### src/sv/bpem_pkg.sv
package bpem_pkg;

    localparam int SAMPLE_BITS = 14;
    localparam int LEVEL_W     = 16;
    localparam int HYST_W      = 13;
    localparam int WINDOW_W    = 13;
    localparam int SCALE_W     = 16;
    localparam int EDGE_W      = 14;
    localparam int ENERGY_W    = 15;
    localparam int CFG_IDX_W   = 2;
    localparam int CFG_DATA_W  = 16;
    localparam int PROD_W      = EDGE_W + SCALE_W;
    localparam int FRAC_BITS   = 8;

    localparam logic [CFG_IDX_W-1:0] CFG_HYSTERESIS    = 2'd0;
    localparam logic [CFG_IDX_W-1:0] CFG_WINDOW_LENGTH = 2'd1;
    localparam logic [CFG_IDX_W-1:0] CFG_ENERGY_SCALE  = 2'd2;

    localparam logic [HYST_W-1:0]   HYST_RESET   = 13'd10;
    localparam logic [WINDOW_W-1:0] WINDOW_RESET = 13'd4096;
    localparam logic [SCALE_W-1:0]  SCALE_RESET  = 16'd11517;

    localparam logic signed [LEVEL_W-1:0] LOW_RESET  = 16'sh7fff;
    localparam logic signed [LEVEL_W-1:0] HIGH_RESET = 16'sh8000;

    localparam logic [EDGE_W-1:0]   EDGE_MAX   = 14'h3fff;
    localparam logic [ENERGY_W-1:0] ENERGY_MAX = 15'h7fff;

endpackage

### src/sv/bpem_level_tracker.sv
module bpem_level_tracker (
    input  logic                                   clk,
    input  logic                                   rst_n,
    input  logic                                   fire,
    input  logic signed [bpem_pkg::SAMPLE_BITS-1:0] sample,
    input  logic        [bpem_pkg::HYST_W-1:0]      hysteresis,
    output logic                                   rise
);
    import bpem_pkg::*;

    localparam int SUM_W = LEVEL_W + 1;
    localparam int CEN_W = LEVEL_W + 2;

    logic signed [LEVEL_W-1:0] low_level_reg, low_level_next;
    logic signed [LEVEL_W-1:0] high_level_reg, high_level_next;
    logic                      light_on_reg, light_on_next;

    logic signed [LEVEL_W-1:0] s_ext;
    logic signed [LEVEL_W-1:0] lo_min;
    logic signed [LEVEL_W-1:0] hi_max;
    logic signed [SUM_W-1:0]   level_sum;
    logic signed [SUM_W-1:0]   mid;
    logic signed [CEN_W-1:0]   centered;
    logic signed [CEN_W-1:0]   hyst_pos;
    logic signed [CEN_W-1:0]   hyst_neg;

    always_comb
    begin
        s_ext     = LEVEL_W'(sample);
        lo_min    = (s_ext < low_level_reg) ? s_ext : low_level_reg;
        hi_max    = (s_ext > high_level_reg) ? s_ext : high_level_reg;
        level_sum = SUM_W'(lo_min) + SUM_W'(hi_max);
        // halve with truncation toward zero
        mid       = (level_sum >>> 1) +
                    $signed(SUM_W'(level_sum[SUM_W-1] & level_sum[0]));
        centered  = CEN_W'(s_ext) - CEN_W'(mid);
        hyst_pos  = $signed(CEN_W'(hysteresis));
        hyst_neg  = -hyst_pos;

        light_on_next = light_on_reg;
        if (centered < hyst_neg)
        begin
            light_on_next = 1'b0;
        end
        else if (centered > hyst_pos)
        begin
            light_on_next = 1'b1;
        end

        // extremes leak one step toward zero
        low_level_next  = lo_min[LEVEL_W-1] ? lo_min + LEVEL_W'(1) : lo_min;
        high_level_next = (!hi_max[LEVEL_W-1] && (hi_max != '0)) ?
                          hi_max - LEVEL_W'(1) : hi_max;

        rise = fire && !light_on_reg && light_on_next;
    end

    always_ff @(posedge clk or negedge rst_n)
    begin
        if (!rst_n)
        begin
            low_level_reg  <= LOW_RESET;
            high_level_reg <= HIGH_RESET;
            light_on_reg   <= 1'b0;
        end
        else if (fire)
        begin
            low_level_reg  <= low_level_next;
            high_level_reg <= high_level_next;
            light_on_reg   <= light_on_next;
        end
    end

endmodule

### src/sv/blink_pulse_energy_meter_unit.sv
// Blink pulse energy meter. Each accepted sample transaction updates the
// running extremes, the light-on flag and the blink and sample counters,
// so a sample can be taken every clock. When window_length samples
// have been counted the next sample closes the window, and if any blinks were
// seen one result carries the blink count and (blinks * energy_scale) >> 8,
// saturated at 32767. The result sits in an output register; samples that
// do not close a window keep being accepted while it waits, and a sample
// that would close one waits only until the pending result is taken.
// Configuration writes are always accepted and should be made while idle.
module blink_pulse_energy_meter_unit (
    input  logic                                    clk,
    input  logic                                    rst_n,
    input  logic                                    in_valid,
    output logic                                    in_ready,
    input  logic signed [bpem_pkg::SAMPLE_BITS-1:0] sample,
    output logic                                    out_valid,
    input  logic                                    out_ready,
    output logic        [bpem_pkg::ENERGY_W-1:0]    energy_wh,
    output logic        [bpem_pkg::EDGE_W-1:0]      blinks_in_window,
    input  logic                                    cfg_valid,
    output logic                                    cfg_ready,
    input  logic        [bpem_pkg::CFG_IDX_W-1:0]   cfg_index,
    input  logic        [bpem_pkg::CFG_DATA_W-1:0]  cfg_data
);
    import bpem_pkg::*;

    localparam int SHIFTED_W = PROD_W - FRAC_BITS;

    logic [HYST_W-1:0]   hysteresis_reg;
    logic [WINDOW_W-1:0] window_length_reg;
    logic [SCALE_W-1:0]  energy_scale_reg;

    logic [EDGE_W-1:0]   edge_count_reg, edge_count_next;
    logic [WINDOW_W-1:0] sample_count_reg, sample_count_next;

    logic                out_valid_reg, out_valid_next;
    logic [ENERGY_W-1:0] energy_reg;
    logic [EDGE_W-1:0]   blinks_reg;

    logic                in_fire;
    logic                cfg_fire;
    logic                out_fire;
    logic                close;
    logic                emit;
    logic                rise;
    logic [PROD_W-1:0]   product;
    logic [SHIFTED_W-1:0] shifted;
    logic [ENERGY_W-1:0] energy_sat;
    logic [EDGE_W-1:0]   edge_base;

    bpem_level_tracker u_tracker (
        .clk        (clk),
        .rst_n      (rst_n),
        .fire       (in_fire),
        .sample     (sample),
        .hysteresis (hysteresis_reg),
        .rise       (rise)
    );

    always_comb
    begin
        close    = (sample_count_reg >= window_length_reg);
        emit     = close && (edge_count_reg != '0);
        // only a window-closing sample with blinks needs room in the output register
        in_ready = !emit || !out_valid_reg || out_ready;
        in_fire  = in_valid && in_ready;
        out_fire = out_valid_reg && out_ready;
        cfg_ready = 1'b1;
        cfg_fire  = cfg_valid;

        product    = PROD_W'(edge_count_reg) * PROD_W'(energy_scale_reg);
        shifted    = product[PROD_W-1:FRAC_BITS];
        energy_sat = (shifted > SHIFTED_W'(ENERGY_MAX)) ? ENERGY_MAX :
                     shifted[ENERGY_W-1:0];

        if (close)
        begin
            edge_base         = '0;
            sample_count_next = '0;
        end
        else
        begin
            edge_base         = edge_count_reg;
            sample_count_next = sample_count_reg + WINDOW_W'(1);
        end
        edge_count_next = (rise && (edge_base != EDGE_MAX)) ?
                          edge_base + EDGE_W'(1) : edge_base;

        out_valid_next = out_valid_reg && !out_ready;
        if (in_fire && emit)
        begin
            out_valid_next = 1'b1;
        end
    end

    always_ff @(posedge clk or negedge rst_n)
    begin
        if (!rst_n)
        begin
            hysteresis_reg    <= HYST_RESET;
            window_length_reg <= WINDOW_RESET;
            energy_scale_reg  <= SCALE_RESET;
        end
        else if (cfg_fire)
        begin
            case (cfg_index)
                CFG_HYSTERESIS:    hysteresis_reg    <= cfg_data[HYST_W-1:0];
                CFG_WINDOW_LENGTH: window_length_reg <= cfg_data[WINDOW_W-1:0];
                CFG_ENERGY_SCALE:  energy_scale_reg  <= cfg_data[SCALE_W-1:0];
                default:           ;
            endcase
        end
    end

    always_ff @(posedge clk or negedge rst_n)
    begin
        if (!rst_n)
        begin
            edge_count_reg   <= '0;
            sample_count_reg <= '0;
            out_valid_reg    <= 1'b0;
        end
        else
        begin
            out_valid_reg <= out_valid_next;
            if (in_fire)
            begin
                edge_count_reg   <= edge_count_next;
                sample_count_reg <= sample_count_next;
            end
        end
    end

    always_ff @(posedge clk)
    begin
        if (in_fire && emit)
        begin
            energy_reg <= energy_sat;
            blinks_reg <= edge_count_reg;
        end
    end

    assign out_valid        = out_valid_reg;
    assign energy_wh        = energy_reg;
    assign blinks_in_window = blinks_reg;

`ifndef SYNTHESIS
    a_result_has_blinks: assert property (@(posedge clk) disable iff (!rst_n)
        out_valid_reg |-> (blinks_reg != '0))
        else $error("result with zero blinks");

    a_close_clears_count: assert property (@(posedge clk) disable iff (!rst_n)
        (in_fire && close) |=> (sample_count_reg == '0))
        else $error("window close did not clear sample count");

    a_emit_sets_valid: assert property (@(posedge clk) disable iff (!rst_n)
        (in_fire && emit) |=> out_valid_reg)
        else $error("closed window result lost");

    a_no_overwrite: assert property (@(posedge clk) disable iff (!rst_n)
        (out_valid_reg && !out_ready) |-> !(in_fire && emit))
        else $error("pending result overwritten");
`endif

endmodule

### config.mk
export PLATFORM = sky130hd
export DESIGN_NAME = blink_pulse_energy_meter_unit
export DESIGN_NICKNAME = d
export VERILOG_FILES = /design/src/sv/bpem_pkg.sv /design/src/sv/bpem_level_tracker.sv /design/src/sv/blink_pulse_energy_meter_unit.sv
export SDC_FILE = /design/constraint.sdc
export NUM_CORES = 1
export LEC_CHECK = 0
export BUFFER_PORTS_ARGS = -buffer_cell sky130_fd_sc_hd__buf_2
export CORE_MARGIN = 1.5
export CORE_UTILIZATION = 35
export DETAILED_ROUTE_END_ITERATION = 12
export SYNTH_ARGS = -nofsm -noshare
export SYNTH_HDL_FRONTEND = slang
export SYNTH_SLANG_ARGS = --single-unit
### constraint.sdc
create_clock -name clk -period 8.42 [get_ports clk]
set_input_delay 0.842 -clock clk [delete_from_list [all_inputs] [get_ports clk]]
set_output_delay 0.842 -clock clk [all_outputs]
set_load 0.01 [all_outputs]
-- Yosys cells after proc, flatten, opt, wreduce, memory -nomap -nowiden
Cells that the tools add are included.
- bitwise logic cells: 1
- magnitude comparators: 6
- reductions and logical operators: 21
- equality and inequality tests: 3
- $add $sub $neg: 8
- mux-type cells: 10
- multiply operators: 1
- operator list (operator ; number):
    two-way mux 16 bit ; 4
    multiplier 14 x 16 -> 30 bit ; 1
    two-way mux 14 bit ; 2
    > comparator 22 x 15 -> 1 bit, second input constant ; 1
    > comparator 18 x 14 -> 1 bit ; 1
    < comparator 18 bit ; 1
    negation 13 -> 18 bit ; 1
    subtractor 14 x 17 -> 18 bit ; 1
    adder 16 x 16 -> 17 bit ; 1
    adder 16 x 2 -> 17 bit ; 1
    adder 16 x 2 -> 16 bit, second input constant ; 1
    > comparator 14 x 16 -> 1 bit ; 1
    < comparator 14 x 16 -> 1 bit ; 1
    nonzero test 16 bit ; 1
    subtractor 16 x 2 -> 16 bit, second input constant ; 1
    adder 14 x 1 -> 14 bit, second input constant ; 1
    inequality test 14 bit, second input constant ; 1
    nonzero test 14 bit ; 1
    adder 13 x 1 -> 13 bit, second input constant ; 1
    greater-or-equal comparator 13 bit ; 1
    two-way mux 13 bit ; 1
    logical AND 1 bit ; 8
    AND reduction 2 bit ; 3
    zero test 1 bit ; 5
    6 further kinds ; 9
- flip-flop bits (word level): 132
- output and inout port bits: 32
- logic and storage cells: 61

-- Depth between registers and ports, before layout
Gate-level depths: netlist of the first run.
- depth in word-level cells: 12
- gate-level depth with buffers: 47
- gate-level depth less buffers: 44

-- By module
From an unflattened synthesis of the first run, not the netlist that was laid out.
- cells, all modules: 2036
- area, all modules: 18222.5 µm²
- by module, submodules not included (module ; area an instance (µm²) ; sequential area each (µm²) ; instances ; cells each):
    blink_pulse_energy_meter_unit ; 12040.3 ; 2638.8 ; 1 ; 1230
    bpem_level_tracker ; 6182.2 ; 845.8 ; 1 ; 806

-- Worst setup path after synthesis of the first run
Ideal clock, no wire load.
- path type: input-to-reg
- start point: in sample[13] in the netlist's numbering
- end point: reg edge_count_reg[1]
- data required time: 8.294 ns
- buffers on the path: 3
- library setup time: 0.126 ns
- path slack: -1.108 ns
- data arrival time: 9.402 ns
- stages: 43
- cells stage by stage: ha_1 -> nand4_1 -> or2_2 -> o22ai_1 -> nor3_1 -> o22ai_1 -> buf_2 -> buf_2 -> mux2i_1 -> inv_1 -> ha_1 -> inv_1 -> fa_1 -> nor2b_1 -> o21a_1 -> o21ai_0 -> nand2b_1 -> a31oi_1 -> [... 7 more ...] -> or2_2 -> fa_1 -> nand2b_1 -> a31oi_4 -> o211ai_2 -> a311o_1 -> and2_1 -> ha_1 -> nand3_1 -> o22ai_1 -> nor4_1 -> a22oi_1 -> or3_1 -> o221a_2 -> nand4_4 -> buf_6 -> nor2_2 -> a221o_1
- longest elaborated chain between the ends: 12
- elaborated cells between the ends (all ways): 15
- classes of those cells: 3 x add/sub; 4 x order compare; 5 x mux; 1 x bitwise; 2 x reduce/logical
- RTL lines (element ; line ; text):
    start: declaration ; blink_pulse_energy_meter_unit.sv:15 ; input logic signed [bpem_pkg::SAMPLE_BITS-1:0] sample,
    < comparator 14 x 16 -> 1 bit or > comparator 14 x 16 -> 1 bit (tied branches) ; bpem_level_tracker.sv:30, bpem_level_tracker.sv:31 ;
    two-way mux 16 bit, on equally long branches ; bpem_level_tracker.sv:30, bpem_level_tracker.sv:31 ;
    adder 16 x 16 -> 17 bit ; bpem_level_tracker.sv:32 ; level_sum = SUM_W'(lo_min) + SUM_W'(hi_max);
    AND 1 bit ; bpem_level_tracker.sv:35 ; $signed(SUM_W'(level_sum[SUM_W-1] & level_sum[0]));
    adder 16 x 2 -> 17 bit ; bpem_level_tracker.sv:34 ; mid = (level_sum >>> 1) +
    subtractor 14 x 17 -> 18 bit (*) ; bpem_level_tracker.sv:36 ; centered = CEN_W'(s_ext) - CEN_W'(mid);
    > comparator 18 x 14 -> 1 bit ; bpem_level_tracker.sv:45 ; else if (centered > hyst_pos)
    two-way mux 1 bit ; bpem_level_tracker.sv:45 ;
    two-way mux 1 bit (*) ; bpem_level_tracker.sv:41 ; if (centered < hyst_neg)
    logical AND 1 bit (*) ; bpem_level_tracker.sv:55 ; rise = fire && !light_on_reg && light_on_next;
    logical AND 1 bit (*) ; blink_pulse_energy_meter_unit.sv:86 ; edge_count_next = (rise && (edge_base != EDGE_MAX)) ?
    two-way mux 14 bit (*) ; blink_pulse_energy_meter_unit.sv:86 ;
    end signal: assignment ; blink_pulse_energy_meter_unit.sv:128 ; edge_count_reg <= edge_count_next;
    end: declaration ; blink_pulse_energy_meter_unit.sv:33 ; logic [EDGE_W-1:0] edge_count_reg, edge_count_next;
Every way passes the cells marked *; elsewhere a longest branch is shown, timed or not.
A chain may end at the register's enable or synchronous reset.

-- Final worst setup path of the first run
- start point: reg u_tracker.low_level_reg[12]
- end point: reg edge_count_reg[5]
- longest elaborated chain between the ends: 12
- elaborated cells between the ends (all ways): 13
- classes of those cells: 3 x add/sub; 3 x order compare; 4 x mux; 1 x bitwise; 2 x reduce/logical
- RTL lines (element ; line ; text):
    start: declaration ; bpem_level_tracker.sv:14 ; logic signed [LEVEL_W-1:0] low_level_reg, low_level_next;
    start signal: assignment ; bpem_level_tracker.sv:68 ; low_level_reg <= low_level_next;
    < comparator 14 x 16 -> 1 bit ; bpem_level_tracker.sv:30 ; lo_min = (s_ext < low_level_reg) ? s_ext : low_level_reg;
    two-way mux 16 bit (*) ; bpem_level_tracker.sv:30 ;
    adder 16 x 16 -> 17 bit (*) ; bpem_level_tracker.sv:32 ;
    AND 1 bit ; bpem_level_tracker.sv:35 ;
    adder 16 x 2 -> 17 bit (*) ; bpem_level_tracker.sv:34 ;
    subtractor 14 x 17 -> 18 bit (*) ; bpem_level_tracker.sv:36 ;
    > comparator 18 x 14 -> 1 bit ; bpem_level_tracker.sv:45 ;
    two-way mux 1 bit ; bpem_level_tracker.sv:45 ;
    two-way mux 1 bit (*) ; bpem_level_tracker.sv:41 ;
    logical AND 1 bit (*) ; bpem_level_tracker.sv:55 ;
    logical AND 1 bit (*) ; blink_pulse_energy_meter_unit.sv:86 ;
    two-way mux 14 bit (*) ; blink_pulse_energy_meter_unit.sv:86 ;
Marked as above.

==> results of run 1 <==
## cell usage after synthesis, types with 5 or more instances
cell type  number  area share
o31ai_1        10      0.0042
o22ai_1         8      0.0028
buf_1           5      0.0011
a211o_1         5      0.0025
a31oi_1        12      0.0042
nor4_1         17      0.0060
nor3_1         22      0.0062
nor3b_1         5      0.0021
ha_1          218        0.15
dfrtp_1        74        0.10
xnor2_1        50       0.025
and3_1         20      0.0071
o21ai_0       101       0.029
mux2_2         35       0.022
nand2_1       261       0.055
nor2_1         66       0.014
clkbuf_1       60       0.013
o21a_1         11      0.0047
or3_1           9      0.0032
nand4_1        30       0.011
a21o_1         25       0.011
a21oi_1        67       0.019
mux2i_1        27       0.015
and2_1        108       0.038
o211ai_1       10      0.0042
edfxtp_1       29       0.049
nand2b_1       13      0.0046
a211oi_1        9      0.0038
and4_1          5      0.0025
nand3_1        45       0.013
fa_1          167        0.19
inv_1         303       0.064
dfstp_2        29       0.043
nand3b_1        5      0.0021
buf_2           7      0.0020
xor2_1         32       0.016
o21ai_1         5      0.0014
nor2b_1        10      0.0035
## layout by cell type (no fill, tap or decap), types with 29 or more instances in the layout
cell type  count
buf_4        171
nand2_1      261
fa_1         165
and2_1       107
buf_2         66
nor2_1        65
mux2_2        34
edfxtp_1      29
xnor2_1       50
a21oi_1       62
inv_1        297
nand4_1       30
nand3_1       43
xor2_1        32
dfrtp_1       74
dfstp_2       29
ha_1         206
o21ai_0       91
## how the worst max path moves through the flow
stage                                  from                 end  slack [ns]  depth (start not counted)
3_3_place_gp                      sample[1]  edge_count_reg[11]       -0.42                         38
3_5_place_dp                      sample[5]   edge_count_reg[9]       -0.64                         39
6_report        u_tracker.low_level_reg[12]   edge_count_reg[5]        0.13                         41
5_1_grt        u_tracker.high_level_reg[15]   edge_count_reg[4]       -0.22                         41
4_1_cts         u_tracker.low_level_reg[12]   edge_count_reg[1]        0.04                         38
2_1_floorplan                    sample[13]   edge_count_reg[1]       -0.09                         43
## repair_timing
item	CTS	global route
gates resized for setup	23	35
pin swaps	13	16
buffers inserted	14	6
endpoints found under the setup margin	13	15
hold buffers	0	0
gates cloned	1	0
## area by class of cell
class,count,area (um2)
repair buffers,244,1700
inverters,306,1150
multi-input cells,1483,13200
fillers,4956,29100
clock buffers,18,439
well taps,672,841
clock inverters,13,150
flip-flops and latches,132,3480
## metal layers
metal  vias up  GRT usage  part of all wire
met5         -          0                 0
met4         0     0.0781             0.033
met3        88     0.0304             0.035
met2       283      0.314              0.48
met1      7187      0.236              0.45
li1       7036          -                 -
## logic make-up (layout without fill, tap and decap cells)
logic type,Yosys count,in the layout
adders and majority gates,385,385
muxes,62,62
AOI/OAI and AO/OA,316,316
xor gates and xnor gates,82,82
buffers and inverters,382,581
DFF,132,132
and+or+nand+nor,637,637
other,1,1
## worst reg2reg max path, delay by kind of cell, from the launching register on
family                   cells  cell delay (ns)
AO/OA/AOI/OAI               18             3.33
buffers and inverters        4             0.34
adder cells (fa/ha/maj)      7             1.94
AND/OR/NAND/NOR             10             1.29
multiplexers                 2             0.70
flip-flops                   1             0.57
## per-stage QoR
| step | hold WS (ns) | utilization | instance area (um2) | TNS [ns] |
|---|---|---|---|---|
| finish | 0.369 | 0.418 | 20900 | 0 |
| global route | 0.405 | 0.418 | 20900 | -1.82 |
| CTS | 0.357 | 0.415 | 20800 | 0 |
| detailed placement | 0.472 | 0.399 | 20000 | -7.78 |
| global placement | 0.465 | 0.399 | 20000 | -4.89 |
| floorplan | 0.420 | - | 17900 | -0.426 |
==> parameters.txt, run 1 <==
Parameter                              Value

Place
  Half-perimeter wire length after detailed placement    37.0 mm
  Cells after DPL    2,819
  IO buf count    67
  Gp weighted congestion    0.878
  DP Worst Slack    -0.637 ns

Setup path
  Setup slack of the most critical reg-to-reg path    0.13 ns
  CP Data Arrival Time    8.62 ns
  Data required, critical path    8.75 ns
  Biggest cell delay along the critical path    0.57 ns
  Endpoint type of the worst setup path    register
  Largest delay share family, worst path    compound AO/OA/AOI/OAI gates
  Kind of critical path    reg -> reg
  Capture instance of the worst register-to-register path    edge_count_reg[5]
  WP buf/inv    4
  Critical Path Source Type    register
  Worst r2r path cells    41
  Cell type of the slowest stage on the worst timing path    dfstp_2
  Start of the worst register-to-register path    u_tracker.low_level_reg[12]
  Max Fanout on Critical Path    6

GRT
  Remaining global-route overflow    0
  Maximum number of pins on one net before global-route repair    66
  Global router's overall resource usage    0.186
  Via count of the first global-routing pass    15.1k
  Global-route wire length before repair    77.3 mm
  Initial antenna violation count    0

Clock tree
  Clock sink count    132
  TritonCTS clock tree    built
  CTS H-Tree Depth    4
  Worst skew pair latency    0.49 ns
  Max Root-Sink Buffers    2
  Cts bufs inserted    17
  Clock transition at the registers of the reported paths    0.07 ns
  Buffer cell driving the clock tree root    clkbuf_16

STA
  Max-slew violation count    0
  Layout Skew    0.0244 ns
  Hold violation count in the final report    0
  Number of endpoints failing setup at the final stage    0
  Post-layout min period    8.29 ns
  Smallest setup slack after layout    0.126 ns
  Slew HR    0.271
  Final worst path period share    0.985
  RSZ-0062 raised after global routing    yes
  Worst Tran Pin Value    1.09 ns
  Max Fclk    0.121 GHz

Cells and area
  Area added between synthesis and finish    18.3%
  Non-filler instance count after layout    2,868
  Fraction of final layout cells sized beyond drive strength 1    0.197
  Number of antenna repair diodes    0
  Total Nets Final    2,606

Logic synthesis
  Fraction of the mapped netlist area in adder cells    0.343
  Syn Inst Count    1,997
  Post-Synthesis Net Count    2,419
  Average instance area after synthesis    8.86 um2
  Post-synth top flop    dfrtp_1
  Post-synthesis simple-gate area fraction    0.182
  Share of synthesized flip-flops with an asynchronous set or reset    0.780
  EDFF count, synth    29
  Cell area after synthesis    17,700 um2
  Combinational family with the most area after synthesis    adder cells
  Fraction of synthesized area in multiplexers    0.0376
  Warning count from the yosys run    0
  XOR/XNOR share of the synthesized area    0.0406
  Number of synthesized register bits    132
  Post-synth cell types    87
  Sequential area share after synthesis    0.197
  Synth Area in Compound Gates    0.117

Floorplanning
  Core region area    50,100 um2
  Count of pins on the block boundary    69
  Die Y-Extent    228 um
  Die width    228 um
  Std cell rows    82
  Die area    51,900 um2
  Initial Utilization    0.353

Drt
  Antenna-violating nets left    0
  Via total after detailed routing    14.6k
  Routed length per placed instance    16.4 um
  Number of remaining DRC errors    0
  Pre-Repair DR Iteration Count    5
  Total wire length after detailed routing    47.1 mm
  Average via count per standard cell    5.09
  Violation count after the first detailed-route iteration    802

Flow run
  Max-cap violations    0

Hold path
  Hold crit path type    in -> async

Status
  Result of the run    finished, final reports clean
Power of run 1 is left out: the tool's default activity adds up to more than one toggle a clock period on the data nets, which glitch-free logic cannot reach.
==> run 2, diff against run 1 <==
--- a/config.mk
+++ b/config.mk
@@ -5,6 +5,7 @@
 export SDC_FILE = /design/constraint.sdc
 export NUM_CORES = 1
 export LEC_CHECK = 0
+export ABC_AREA = 1
 export BUFFER_PORTS_ARGS = -buffer_cell sky130_fd_sc_hd__buf_2
 export CORE_MARGIN = 1.5
 export CORE_UTILIZATION = 35
==> parameters.txt, run 2 <==
Parameter                              Value

Logic synthesis
  Syn Inst Count    2,596
  Biggest area contributors in the synthesized netlist    fa_1 18%, nand2_1 15%, ha_1 15%, inv_1 11%, dfrtp_1 9.9%
  Cell with the most instances after synthesis    nand2_1
  Warning count from the yosys run    0
  Post-synth cell types    52
  Post-Synthesis Net Count    3,018
  Cell area after synthesis    18,800 um2
  Most common library cells after synthesis    747 x nand2_1, 556 x inv_1, 218 x ha_1
  Average instance area after synthesis    7.22 um2
  EDFF count, synth    29
  Portion of synthesized cell area occupied by the leading cell type    0.178
  Share of synthesized flip-flops with an asynchronous set or reset    0.780
  Library cell occupying the most area in the post-synthesis netlist    fa_1
  Number of synthesized register bits    132
  Sequential area share after synthesis    0.186
  Post-synth top flop    dfrtp_1

Clock tree
  Total of cells resized after clock tree synthesis    0
  Cts bufs inserted    17
  Post-CTS setup buffer count    0
  Clock sink count    132
  Max Root-Sink Buffers    2
  CTS H-Tree Depth    4
  Buffer cell driving the clock tree root    clkbuf_16
  TritonCTS clock tree    built
  Worst skew pair latency    0.49 ns
  Clock transition at the registers of the reported paths    0.07 ns
  Hold buffer count at cts    0

Flow run
  Max-cap violations    0

Cells and area
  Total Nets Final    3,066
  Area added between synthesis and finish    9.54%
  Non-filler instance count after layout    3,345
  Number of antenna repair diodes    0
  Top library cells by usage in the layout, fill and taps aside    746 x nand2_1, 556 x inv_1, 218 x ha_1, 167 x fa_1, 113 x nor2_1
  Fraction of final layout cells sized beyond drive strength 1    0.0817
  Fin area    20,500 um2
  Most common cell after layout, fill and taps aside    nand2_1

Floorplanning
  Core region area    52,800 um2
  Initial Utilization    0.355
  Std cell rows    84
  Count of pins on the block boundary    69
  Die area    55,000 um2
  Die width    234 um
  Die Y-Extent    234 um

STA
  Worst Tran Pin Value    1.14 ns
  Max-slew violation count    0
  Final worst path period share    0.921
  Post-layout min period    7.75 ns
  Number of endpoints failing setup at the final stage    0
  Max Fclk    0.129 GHz
  Smallest hold slack    0.389 ns
  Layout Skew    0.0176 ns
  Hold violation count in the final report    0
  RSZ-0062 raised after global routing    no
  Slew HR    0.238

GRT
  Global-route wire length before repair    85.2 mm
  Via count of the first global-routing pass    16.6k
  Maximum number of pins on one net before global-route repair    68
  Remaining global-route overflow    0
  Global router's overall resource usage    0.197
  Initial antenna violation count    0

Setup path
  Cell type of the slowest stage on the worst timing path    dfstp_2
  Critical Path Source Type    register
  Largest delay share family, worst path    simple AND/OR/NAND/NOR gates
  WP buf/inv    7
  Biggest cell delay along the critical path    0.54 ns
  CP Data Arrival Time    8.18 ns
  Most frequent cell on the critical path    nand2_1
  Data required, critical path    8.85 ns
  Max Fanout on Critical Path    6
  Endpoint type of the worst setup path    register
  Kind of critical path    reg -> reg

Status
  Violations in the final reports    DRC
  Result of the run    complete, but fails checks

Place
  Gp weighted congestion    0.934
  Cells after DPL    3,313
  Cell Area, Placed    19,900 um2
  IO buf count    67
  Half-perimeter wire length after detailed placement    40.7 mm

Drt
  Antenna-violating nets left    0
  Via total after detailed routing    16.6k
  Violation count after the first detailed-route iteration    1,059
  Number of remaining DRC errors    1
  Total wire length after detailed routing    51.6 mm
  Routed length per placed instance    15.4 um
  Pre-Repair DR Iteration Count    11
  Average via count per standard cell    4.95

Hold path
  Hold crit path type    in -> async
[run 2: changes by cell type after synthesis, sizes merged, moves of 22 or more]
cell / delta
nand3: +65
xnor2: -26
nand2: +500
mux2i: -27
a21o: -22
inv: +254
mux2: -32
nand4: +28
nor2: +58
a21oi: +28
and2: -108
[run 2: area by class of cell]
| type | instances | area [um2] |
|---|---|---|
| fill | 5524 | 32200 |
| multi-input combinational | 1825 | 12900 |
| sequential | 132 | 3480 |
| inverter | 561 | 2110 |
| tap | 688 | 861 |
| timing repair buffer | 107 | 638 |
| clock buffer | 18 | 429 |
| clock inverter | 14 | 165 |
[run 2: final timing paths]
check	cells past startpoint	end	slack, ns	startpoint
max	56	edge_count_reg[10]	0.67	u_tracker.low_level_reg[13]
min reg2reg	2	u_tracker.low_level_reg[6]	0.47	u_tracker.low_level_reg[6]
max in group asynchronous	2	sample_count_reg[0]	6.76	rst_n
max reg2reg	56	edge_count_reg[10]	0.67	u_tracker.low_level_reg[13]
min in group clk	2	u_tracker.low_level_reg[6]	0.47	u_tracker.low_level_reg[6]
min	1	u_tracker.high_level_reg[2]	0.39	rst_n
[run 2: per-layer routing]
layer  vias up  share of wire  track usage  routed length, um
li1       8141              -            -                  -
met1      7869           0.45        0.250              23100
met2       462           0.48        0.338              24600
met3        82          0.050       0.0345               2590
met4         0          0.026       0.0653               1340
met5         -              0            0                  0
[run 2: cells by family after synthesis]
| group | Yosys count | share of synthesized area |
|---|---|---|
| flip-flops | 132 | 0.186 |
| buffers and inverters | 639 | 0.131 |
| XOR/XNOR | 71 | 0.0332 |
| adder cells (fa/ha/maj) | 385 | 0.324 |
| AO/OA/AOI/OAI | 250 | 0.0733 |
| multiplexers | 3 | 0.00180 |
| other | 1 | 0.000200 |
| AND/OR/NAND/NOR | 1115 | 0.251 |
[run 2: metrics by stage]
| stage | utilization | TNS (ns) | setup WS [ns] |
|---|---|---|---|
| finish | 0.389 | 0 | 0.666 |
| global route | 0.389 | 0 | 0.000810 |
| CTS | 0.389 | 0 | 0.323 |
| detailed placement | 0.378 | -0.290 | -0.0676 |
| global placement | 0.378 | 0 | 0.209 |
| floorplan | - | 0 | 0.460 |
Power of run 2 is left out for the same reason.
==> run 3, diff against run 2 <==
--- a/config.mk
+++ b/config.mk
@@ -9,6 +9,7 @@
 export BUFFER_PORTS_ARGS = -buffer_cell sky130_fd_sc_hd__buf_2
 export CORE_MARGIN = 1.5
 export CORE_UTILIZATION = 35
+export CTS_BUF_LIST = sky130_fd_sc_hd__clkbuf_4 sky130_fd_sc_hd__clkbuf_8
 export DETAILED_ROUTE_END_ITERATION = 12
 export SYNTH_ARGS = -nofsm -noshare
 export SYNTH_HDL_FRONTEND = slang
==> parameters.txt, run 3 (same netlist as run 2, synthesis figures left out) <==
Parameter                              Value

Drt
  Number of remaining DRC errors    1
  Antenna-violating nets left    0
  Average via count per standard cell    4.94
  Pre-Repair DR Iteration Count    12
  Routed length per placed instance    15.4 um
  Violation count after the first detailed-route iteration    1,014
  Total wire length after detailed routing    51.5 mm
  Via total after detailed routing    16.5k

Clock tree
  Post-CTS setup buffer count    0
  Hold buffer count at cts    0
  Worst skew pair latency    0.56 ns
  Clock transition at the registers of the reported paths    0.10 ns
  Clock sink count    132
  CTS H-Tree Depth    4
  TritonCTS clock tree    built
  Buffer cell driving the clock tree root    clkbuf_8
  Max Root-Sink Buffers    2
  Cts bufs inserted    17

GRT
  Via count of the first global-routing pass    16.6k
  Global-route wire length before repair    85.2 mm
  Remaining global-route overflow    0
  Maximum number of pins on one net before global-route repair    68
  Global router's overall resource usage    0.197
  Initial antenna violation count    2

Place
  Half-perimeter wire length after detailed placement    40.7 mm
  DP Worst Slack    -0.0676 ns
  Cell Area, Placed    19,900 um2
  Gp weighted congestion    0.934
  IO buf count    67
  Cells after DPL    3,313

Status
  Violations in the final reports    DRC
  Result of the run    complete, but fails checks

Floorplanning
  Std cell rows    84
  Die Y-Extent    234 um
  Initial Utilization    0.355
  Die width    234 um
  Core region area    52,800 um2
  Die area    55,000 um2
  Count of pins on the block boundary    69

STA
  Final worst path period share    0.926
  Smallest setup slack after layout    0.624 ns
  Layout Skew    0.0283 ns
  Worst Tran Pin Value    1.15 ns
  Number of endpoints failing setup at the final stage    0
  Post-layout min period    7.80 ns
  Slew HR    0.231
  Max-slew violation count    0
  Hold violation count in the final report    0
  Max Fclk    0.128 GHz

Cells and area
  Most common cell after layout, fill and taps aside    nand2_1
  Total Nets Final    3,066
  Fraction of final layout cells sized beyond drive strength 1    0.0820
  Fin area    20,400 um2
  Top library cells by usage in the layout, fill and taps aside    746 x nand2_1, 556 x inv_1, 218 x ha_1, 167 x fa_1, 113 x nor2_1
  Area added between synthesis and finish    8.57%
  Final core occ    0.386
  Non-filler instance count after layout    3,347

Flow run
  Max-cap violations    0

Setup path
  Cell type of the slowest stage on the worst timing path    dfstp_2
  Kind of critical path    reg -> reg
  CP Data Arrival Time    8.30 ns
  Data required, critical path    8.92 ns
  Most frequent cell on the critical path    nand2_1
  Endpoint type of the worst setup path    register
  Max Fanout on Critical Path    6
  Worst r2r path cells    56
  Critical Path Source Type    register
  Biggest cell delay along the critical path    0.55 ns

Hold path
  Hold crit path type    in -> async
run 3: final timing paths:
check,from,slack (ns),end
max,u_tracker.low_level_reg[13],0.62,edge_count_reg[10]
min,rst_n,0.31,u_tracker.high_level_reg[2]
max reg2reg,u_tracker.low_level_reg[13],0.62,edge_count_reg[10]
min reg2reg,u_tracker.low_level_reg[6],0.48,u_tracker.low_level_reg[6]
max in group asynchronous,rst_n,6.85,edge_count_reg[11]
min in group clk,u_tracker.low_level_reg[6],0.48,u_tracker.low_level_reg[6]
run 3: stage by stage:
stage	setup TNS, ns	hold WS (ns)
2_1_floorplan	0	0.423
3_3_place_gp	0	0.458
3_5_place_dp	-0.290	0.462
4_1_cts	0	0.277
5_1_grt	-0.00101	0.305
6_report	0	0.310
run 3: per-layer routing:
metal / vias to the layer above / global-route usage / share of wire / wire (um)
met4: 0 / 0.0663 / 0.026 / 1350
li1: 8149 / - / - / -
met5: - / 0 / 0 / 0
met3: 87 / 0.0349 / 0.048 / 2490
met1: 7865 / 0.251 / 0.45 / 23100
met2: 442 / 0.337 / 0.48 / 24500
run 3: repair_timing:
item	4_1_cts	5_1_grt
setup endpoints to repair	0	15
endpoints found under the hold margin	0	0
gates resized for setup	0	9
run 3: final cells by class:
type | count | area, um2
Sequential cell | 132 | 3480
Clock inverter | 14 | 165
Antenna cell | 2 | 5.00
Tap cell | 688 | 861
Fill cell | 5549 | 32400
Timing Repair Buffer | 107 | 638
Clock buffer | 18 | 241
Inverter | 561 | 2110
Multi-Input combinational cell | 1825 | 12900
run 3: worst max-delay path: cells and delay by family, from the launching register on:
kind                     cells  cell delay, ns
AO/OA/AOI/OAI               10            1.42
XOR/XNOR                     1            0.19
adder cells (fa/ha/maj)      7            2.24
buffers and inverters        7            0.45
flip-flops                   1            0.55
AND/OR/NAND/NOR             31            2.85
Power of run 3 is left out for the same reason.
